===== src/sv/hfp_pkg.sv =====
package hfp_pkg;

  // parse phases
  typedef enum logic [3:0] {
    PH_SIGN_OR_ZERO = 4'd0,
    PH_ZERO         = 4'd1,
    PH_X            = 4'd2,
    PH_FIRST        = 4'd3,
    PH_POINT_OR_P   = 4'd4,
    PH_FRACTION     = 4'd5,
    PH_EXP_SIGN     = 4'd6,
    PH_EXP_DIGITS   = 4'd7,
    PH_ERROR        = 4'd8
  } phase_t;

  typedef enum logic [1:0] {
    ST_OK      = 2'd0,
    ST_NO_ZERO = 2'd1,
    ST_NO_X    = 2'd2,
    ST_NO_P    = 2'd3
  } status_t;

  // ascii codes
  localparam logic [7:0] CH_NUL   = 8'h00;
  localparam logic [7:0] CH_MINUS = 8'h2d;
  localparam logic [7:0] CH_PLUS  = 8'h2b;
  localparam logic [7:0] CH_POINT = 8'h2e;
  localparam logic [7:0] CH_ZERO  = 8'h30;
  localparam logic [7:0] CH_A     = 8'h61;
  localparam logic [7:0] CH_P     = 8'h70;
  localparam logic [7:0] CH_X     = 8'h78;

  // 'a' maps to ten
  localparam logic [63:0] HEX_ALPHA_BIAS = 64'(CH_A) - 64'd10;

  typedef struct packed {
    phase_t      phase;
    logic        mant_neg;
    logic [63:0] mant_acc;
    logic [31:0] frac_digits;
    logic [31:0] exp_acc;
    logic        exp_neg;
    status_t     err;
  } parse_state_t;

  localparam parse_state_t PARSE_RESET = '{
    phase:       PH_SIGN_OR_ZERO,
    mant_neg:    1'b0,
    mant_acc:    64'd0,
    frac_digits: 32'd0,
    exp_acc:     32'd0,
    exp_neg:     1'b0,
    err:         ST_OK
  };

  typedef struct packed {
    logic        done;
    status_t     status;
    logic [63:0] mantissa;
    logic [31:0] binary_exponent;
  } parse_result_t;

endpackage


===== src/sv/hfp_step.sv =====
module hfp_step (
  input  hfp_pkg::parse_state_t  cur,
  input  logic [7:0]             chr,
  output hfp_pkg::parse_state_t  nxt,
  output hfp_pkg::parse_result_t res
);
  import hfp_pkg::*;

  logic [63:0] digit;
  logic [31:0] dec;
  logic [63:0] signed_mant;
  logic [31:0] signed_exp;

  // no range check: non-digits add their wrapped value
  assign digit = (chr >= CH_A) ? (64'(chr) - HEX_ALPHA_BIAS) : (64'(chr) - 64'(CH_ZERO));
  assign dec   = 32'(chr) - 32'(CH_ZERO);

  assign signed_mant = cur.mant_neg ? (64'd0 - cur.mant_acc) : cur.mant_acc;
  assign signed_exp  = cur.exp_neg ? (32'd0 - cur.exp_acc) : cur.exp_acc;

  always_comb begin
    nxt = cur;
    res = '{done: 1'b0, status: ST_OK, mantissa: 64'd0, binary_exponent: 32'd0};
    if (chr == CH_NUL) begin
      res.done = 1'b1;
      case (cur.phase)
        PH_ERROR:                  res.status = cur.err;
        PH_SIGN_OR_ZERO, PH_ZERO:  res.status = ST_NO_ZERO;
        PH_X:                      res.status = ST_NO_X;
        PH_FIRST, PH_POINT_OR_P,
        PH_FRACTION:               res.status = ST_NO_P;
        default: begin
          res.status          = ST_OK;
          res.mantissa        = signed_mant;
          res.binary_exponent = signed_exp - {cur.frac_digits[29:0], 2'b00};
        end
      endcase
      nxt = PARSE_RESET;
    end else begin
      case (cur.phase)
        PH_SIGN_OR_ZERO: begin
          if (chr == CH_MINUS) begin
            nxt.mant_neg = 1'b1;
            nxt.phase    = PH_ZERO;
          end else if (chr == CH_ZERO) begin
            nxt.phase = PH_X;
          end else begin
            nxt.err   = ST_NO_ZERO;
            nxt.phase = PH_ERROR;
          end
        end
        PH_ZERO: begin
          if (chr == CH_ZERO) begin
            nxt.phase = PH_X;
          end else begin
            nxt.err   = ST_NO_ZERO;
            nxt.phase = PH_ERROR;
          end
        end
        PH_X: begin
          if (chr == CH_X) begin
            nxt.phase = PH_FIRST;
          end else begin
            nxt.err   = ST_NO_X;
            nxt.phase = PH_ERROR;
          end
        end
        PH_FIRST: begin
          nxt.mant_acc = digit;
          nxt.phase    = PH_POINT_OR_P;
        end
        PH_POINT_OR_P: begin
          if (chr == CH_POINT) begin
            nxt.phase = PH_FRACTION;
          end else if (chr == CH_P) begin
            nxt.phase = PH_EXP_SIGN;
          end else begin
            nxt.err   = ST_NO_P;
            nxt.phase = PH_ERROR;
          end
        end
        PH_FRACTION: begin
          if (chr == CH_P) begin
            nxt.phase = PH_EXP_SIGN;
          end else begin
            nxt.mant_acc    = {cur.mant_acc[59:0], 4'h0} + digit;
            nxt.frac_digits = cur.frac_digits + 32'd1;
          end
        end
        PH_EXP_SIGN: begin
          nxt.phase = PH_EXP_DIGITS;
          if (chr == CH_MINUS) begin
            nxt.exp_neg = 1'b1;
          end else if (chr != CH_PLUS) begin
            nxt.exp_acc = dec;
          end
        end
        PH_EXP_DIGITS: begin
          // times ten as two shifts
          nxt.exp_acc = {cur.exp_acc[28:0], 3'b000} + {cur.exp_acc[30:0], 1'b0} + dec;
        end
        default: begin
          // error: drop bytes until terminator
          nxt = cur;
        end
      endcase
    end
  end

endmodule


===== src/sv/hex_float_text_parser_unit.sv =====
// hexadecimal floating point text parser
//
// item channel: one text byte per beat on character, item_valid / item_stall.
// a zero byte ends the text. bytes of the form [-]0xh.hhhp[+-]e are parsed
// on the fly; only the terminator yields a beat on the result channel.
// result channel: status, mantissa, binary_exponent with result_valid /
// result_stall. status is ok, missing zero, missing x or missing p; on an
// error the mantissa and exponent are zero and later bytes are dropped
// until the terminator.
// throughput: one byte per cycle while no result is held stalled, with no bubbles between texts.
// a terminator passes through the input register, then the parse step loads
// its result into the result register.
// the whole datapath advances only when the result register is empty or
// being taken; while result_stall holds a waiting result, item_stall is high
// and the input register, parse state and result hold still.
// reset (rst, synchronous) clears the parse state to expect a sign or zero
// and empties both registers.
module hex_float_text_parser_unit (
  input  logic               clk,
  input  logic               rst,
  input  logic               item_valid,
  output logic               item_stall,
  input  logic [7:0]         character,
  output logic               result_valid,
  input  logic               result_stall,
  output logic [1:0]         status,
  output logic signed [63:0] mantissa,
  output logic signed [31:0] binary_exponent
);
  import hfp_pkg::*;

  // input register
  logic          byte_valid;
  logic [7:0]    byte_q;

  // parse state and its step
  parse_state_t  state;
  parse_state_t  state_next;
  parse_result_t step_res;

  // whole pipe moves unless a result sits stalled
  logic          advance;

  assign advance    = !(result_valid && result_stall);
  assign item_stall = !advance;

  hfp_step u_step (
    .cur (state),
    .chr (byte_q),
    .nxt (state_next),
    .res (step_res)
  );

  always_ff @(posedge clk) begin
    if (rst) begin
      byte_valid <= 1'b0;
    end else if (advance) begin
      byte_valid <= item_valid;
    end
  end

  always_ff @(posedge clk) begin
    if (advance) begin
      byte_q <= character;
    end
  end

  // accumulators are reset since later phases build on them
  always_ff @(posedge clk) begin
    if (rst) begin
      state <= PARSE_RESET;
    end else if (advance && byte_valid) begin
      state <= state_next;
    end
  end

  always_ff @(posedge clk) begin
    if (rst) begin
      result_valid <= 1'b0;
    end else if (advance) begin
      result_valid <= byte_valid && step_res.done;
    end
  end

  // result payload loads only on a terminator beat
  always_ff @(posedge clk) begin
    if (advance && byte_valid && step_res.done) begin
      status          <= step_res.status;
      mantissa        <= step_res.mantissa;
      binary_exponent <= step_res.binary_exponent;
    end
  end

  // an error result carries no numbers
  assert property (@(posedge clk) disable iff (rst)
    result_valid && (status != ST_OK) |-> (mantissa == 64'sd0) && (binary_exponent == 32'sd0))
    else $error("error result with nonzero payload");

  // a terminator returns the parser to its start phase
  assert property (@(posedge clk) disable iff (rst)
    advance && byte_valid && step_res.done |=> state.phase == PH_SIGN_OR_ZERO)
    else $error("parser not restarted after terminator");

  // error phase always holds an error code
  assert property (@(posedge clk) disable iff (rst)
    state.phase == PH_ERROR |-> state.err != ST_OK)
    else $error("error phase without error code");

  // a stalled result freezes the parse state
  assert property (@(posedge clk) disable iff (rst)
    result_valid && result_stall |=> $stable(state))
    else $error("parse state moved under stall");

endmodule

===== config.mk =====
export PLATFORM = sky130hd
export DESIGN_NAME = hex_float_text_parser_unit
export DESIGN_NICKNAME = d
export VERILOG_FILES = /design/src/sv/hfp_pkg.sv /design/src/sv/hfp_step.sv /design/src/sv/hex_float_text_parser_unit.sv
export SDC_FILE = /design/constraint.sdc
export NUM_CORES = 1
export LEC_CHECK = 0
export BUFFER_PORTS_ARGS = -buffer_cell sky130_fd_sc_hd__buf_2
export CAP_MARGIN = 20
export CORE_MARGIN = 2
export CORE_UTILIZATION = 31
export CTS_CLUSTER_SIZE = 30
export DETAILED_ROUTE_END_ITERATION = 7
export HOLD_SLACK_MARGIN = 0.05
export PLACE_DENSITY = 0.46
export SKIP_LAST_GASP = 1
export SLEW_MARGIN = 5
export SYNTH_ARGS = -nofsm -noshare
export SYNTH_HDL_FRONTEND = slang
export SYNTH_SLANG_ARGS = --single-unit

===== constraint.sdc =====
create_clock -name clk -period 12.8 [get_ports clk]
set_clock_uncertainty 0.05 [all_clocks]
set_input_delay 3.2 -clock clk [delete_from_list [all_inputs] [get_ports clk]]
set_output_delay 3.2 -clock clk [all_outputs]
set_load 0.01 [all_outputs]

==> results.py <==
metrics = {
    "run_status": {
        "status": "completed",
    },
    "worst_setup_path": {
        "max_stage_delay_ps": 420,
        "worstPathCellList": "buf_2 > nand2_1 > inv_1 > buf_2",
        "crit_required_ps": 9550,
        "crit_top_cell": "buf_2",
        "path_class": "primary input to output pin",
        "cp_slowest_cell": "nand2_1",
        "cp_max_fo": 13,
        "worstSetupStartpointType": "primary input",
        "crit_arrival_ps": 3990,
        "cp_num_buf_inv": 3,
        "crit_family": "simple AND/OR/NAND/NOR gates",
        "r2r_slack_ps": 6600,
        "crit_path_end_kind": "output pin",
    },
    "sta": {
        "fmax_mhz": 138.1,
        "relSlewSlack_pct": 32.15,
        "hold_viol": 0,
        "setup_viol": 0,
        "worstMarginPinSlew_ps": 1010,
        "period_share_pct": 56.58,
        "drv_slew": 0,
        "setup_ws_ps": 5557,
        "grt_setup_unrepaired": "false",
        "min_period_ps": 7243,
        "tns_ps": 0,
    },
    "die": {
        "die_h_um": 249.4,
        "start_util_pct": 31.51,
        "coreArea_um2": 59240,
        "die_w_um": 249.4,
        "pin_count": 112,
        "std_cell_rows": 89,
        "fp.dieArea_um2": 62190,
    },
    "clock_tree": {
        "cts_setup_buffers": 0,
        "cts.path.max_buffers": 3,
        "cts_buffers": 31,
        "root_buffer": "clkbuf_16",
        "cts.sinks": 242,
        "cts_tree": "done",
        "cts.clk_slew.worst_paths_ps": 50,
        "htree_levels": 1,
        "insertion_delay_ps": 590,
        "cts_resized": 0,
        "ctsHoldBuffers": 0,
    },
    "final_layout": {
        "final_cells": 3112,
        "final_cell_mix": "nand2_1 (237), nor2_1 (230), a21oi_1 (229)",
        "nNetsFinal": 2500,
        "drive_above_1_share_pct": 9.534,
        "diodes": 0,
        "final_common_cell": "nand2_1",
        "utilization_pct": 35.58,
        "syn2layout_area_growth_pct": 12.93,
    },
    "placement": {
        "dp.cells": 3054,
        "dp_hpwl_um": 39690,
        "gp_congestion": 0.8420,
        "port_buffers": 111,
        "place_ws_ps": 5504,
    },
    "job": {
        "maxCapViolCount": 0,
    },
    "pwr": {
        "power.internal_w": 0.001386,
        "ir_worst_vdd_mv": 0.1080,
        "combinationalPowerShare_pct": 6.1,
        "p_seq_share_pct": 44.4,
        "clock_power_share_pct": 49.5,
        "power_density_nw_per_um2": 86.36,
        "netSwitchingPower_w": 0.0004344,
        "p_leak_nw": 8.906,
        "power_w": 0.001820,
        "switching_share_pct": 23.87,
    },
    "global_route": {
        "gr-total-overflow": 0,
        "grt_pass1_vias": 15710,
        "track_usage_pct": 16.70,
        "grt_max_degree": 64,
        "antenna_found_initial": 2,
        "grt_pass1_wl_um": 85390,
    },
    "synth": {
        "synthArstFlopShare_pct": 0,
        "seq_area_frac_synth_pct": 31.64,
        "ys.flop_type": "dfxtp_1",
        "yosysWarnings": 0,
        "synth_edf_count": 106,
        "syn_area_um2": 18660,
        "avgSynthCellArea_um2": 8.321,
        "synth_top_cell_area_share_pct": 17.05,
        "yosys-top-cells-area": "edfxtp_1 (17%), dfxtp_1 (15%), ha_1 (9.6%), a21oi_1 (6.1%), xnor2_1 (5.3%)",
        "syn_nets": 2429,
        "synthDistinctLibCells": 73,
        "yosys.area.top_type": "edfxtp_1",
        "synthCells": 2243,
        "ys_ff_latch": 242,
    },
    "routing": {
        "finalWirelength_um": 53450,
        "vias": 16260,
        "dr.pass1.iters": 5,
        "wire_per_inst_um": 17.18,
        "final_antenna_net_count": 0,
        "drt_first_iter_violations": 957,
        "viasPerCell": 5.226,
        "drc": 0,
    },
    "min_path": {
        "hold_class": "flop to flop",
    },
}
-- registers in the layout (all words and copies together), names as in the netlist --
name,cells
binary_exponent,32
byte_q,8
byte_valid,1
mantissa,64
result_valid,1
state,134
status,2
-- cells in the mapped netlist, drive strengths merged, types with 22 or more instances --
cell / instances
inv: 88
o21ai: 176
edfxtp: 106
fa: 31
clkbuf: 88
nor3: 39
nor2: 231
ha: 143
nand2: 238
nand3: 40
dfxtp: 136
xor2: 102
a211oi: 23
nand2b: 22
a21oi: 229
or3: 29
a21o: 65
o21bai: 23
o31ai: 35
a31oi: 26
xnor2: 114
nand4: 31
-- stage by stage --
step	hold WS (ps)	instance area, um2
global route	446.3	21080
CTS	423.1	21080
floorplan	393.6	18660
global placement	405.4	20030
detailed placement	414.8	20030
finish	415.5	21080
-- power groups by stage --
stage / sequential, W / combinational, W / clock (W)
after global placement: 0.000824 / 0.000110 / 0
after floorplan: 0.000821 / 0.0000839 / 0
after global routing: 0.000808 / 0.000124 / 0.000970
after detailed placement: 0.000824 / 0.000110 / 0
after CTS: 0.000808 / 0.000111 / 0.000935
final: 0.000808 / 0.000110 / 0.000902
-- tightest hold or removal path, cell delays in order, from the launching register on --
cell and delay [ps]:
dfxtp_2 320, a21oi_1 40, nor2_1 70
-- kinds of logic after synthesis --
group           after synthesis  share of synthesized area, %
compound gates              677                         22.33
xor+xnor                    216                         10.14
fa+ha+maj                   174                         12.91
buf+inv                     181                         3.640
flops                       242                         31.64
mux                          13                        0.6972
simple gates                740                         18.64
-- routing by layer --
metal  wire [um]  GRT usage, %  up-vias
met5          13             0        -
met4         977         3.873        2
met3        1909         2.055       65
met2       23130         26.26      267
met1       27420         24.28     7725
li1            -             -     8205
-- path summary, 6_finish.rpt --
path	start	to	cells after the start
worst max-delay path	result_stall	item_stall	4
worst min-delay path	state[131]	state[131]	2
worst max register to register	byte_q[1]	state[128]	18
worst min register to register	state[131]	state[131]	2
-- cell type report --
class	instances	area, um2
fillers	6161	38160
repair buffers	131	705.7
well taps	773	967.2
multi-input cells	1820	12110
inverters	88	332.8
flip-flops and latches	242	5907
clock inverters	14	155.1
clock buffers	44	895.9
Power figures use the tool's default switching activity.
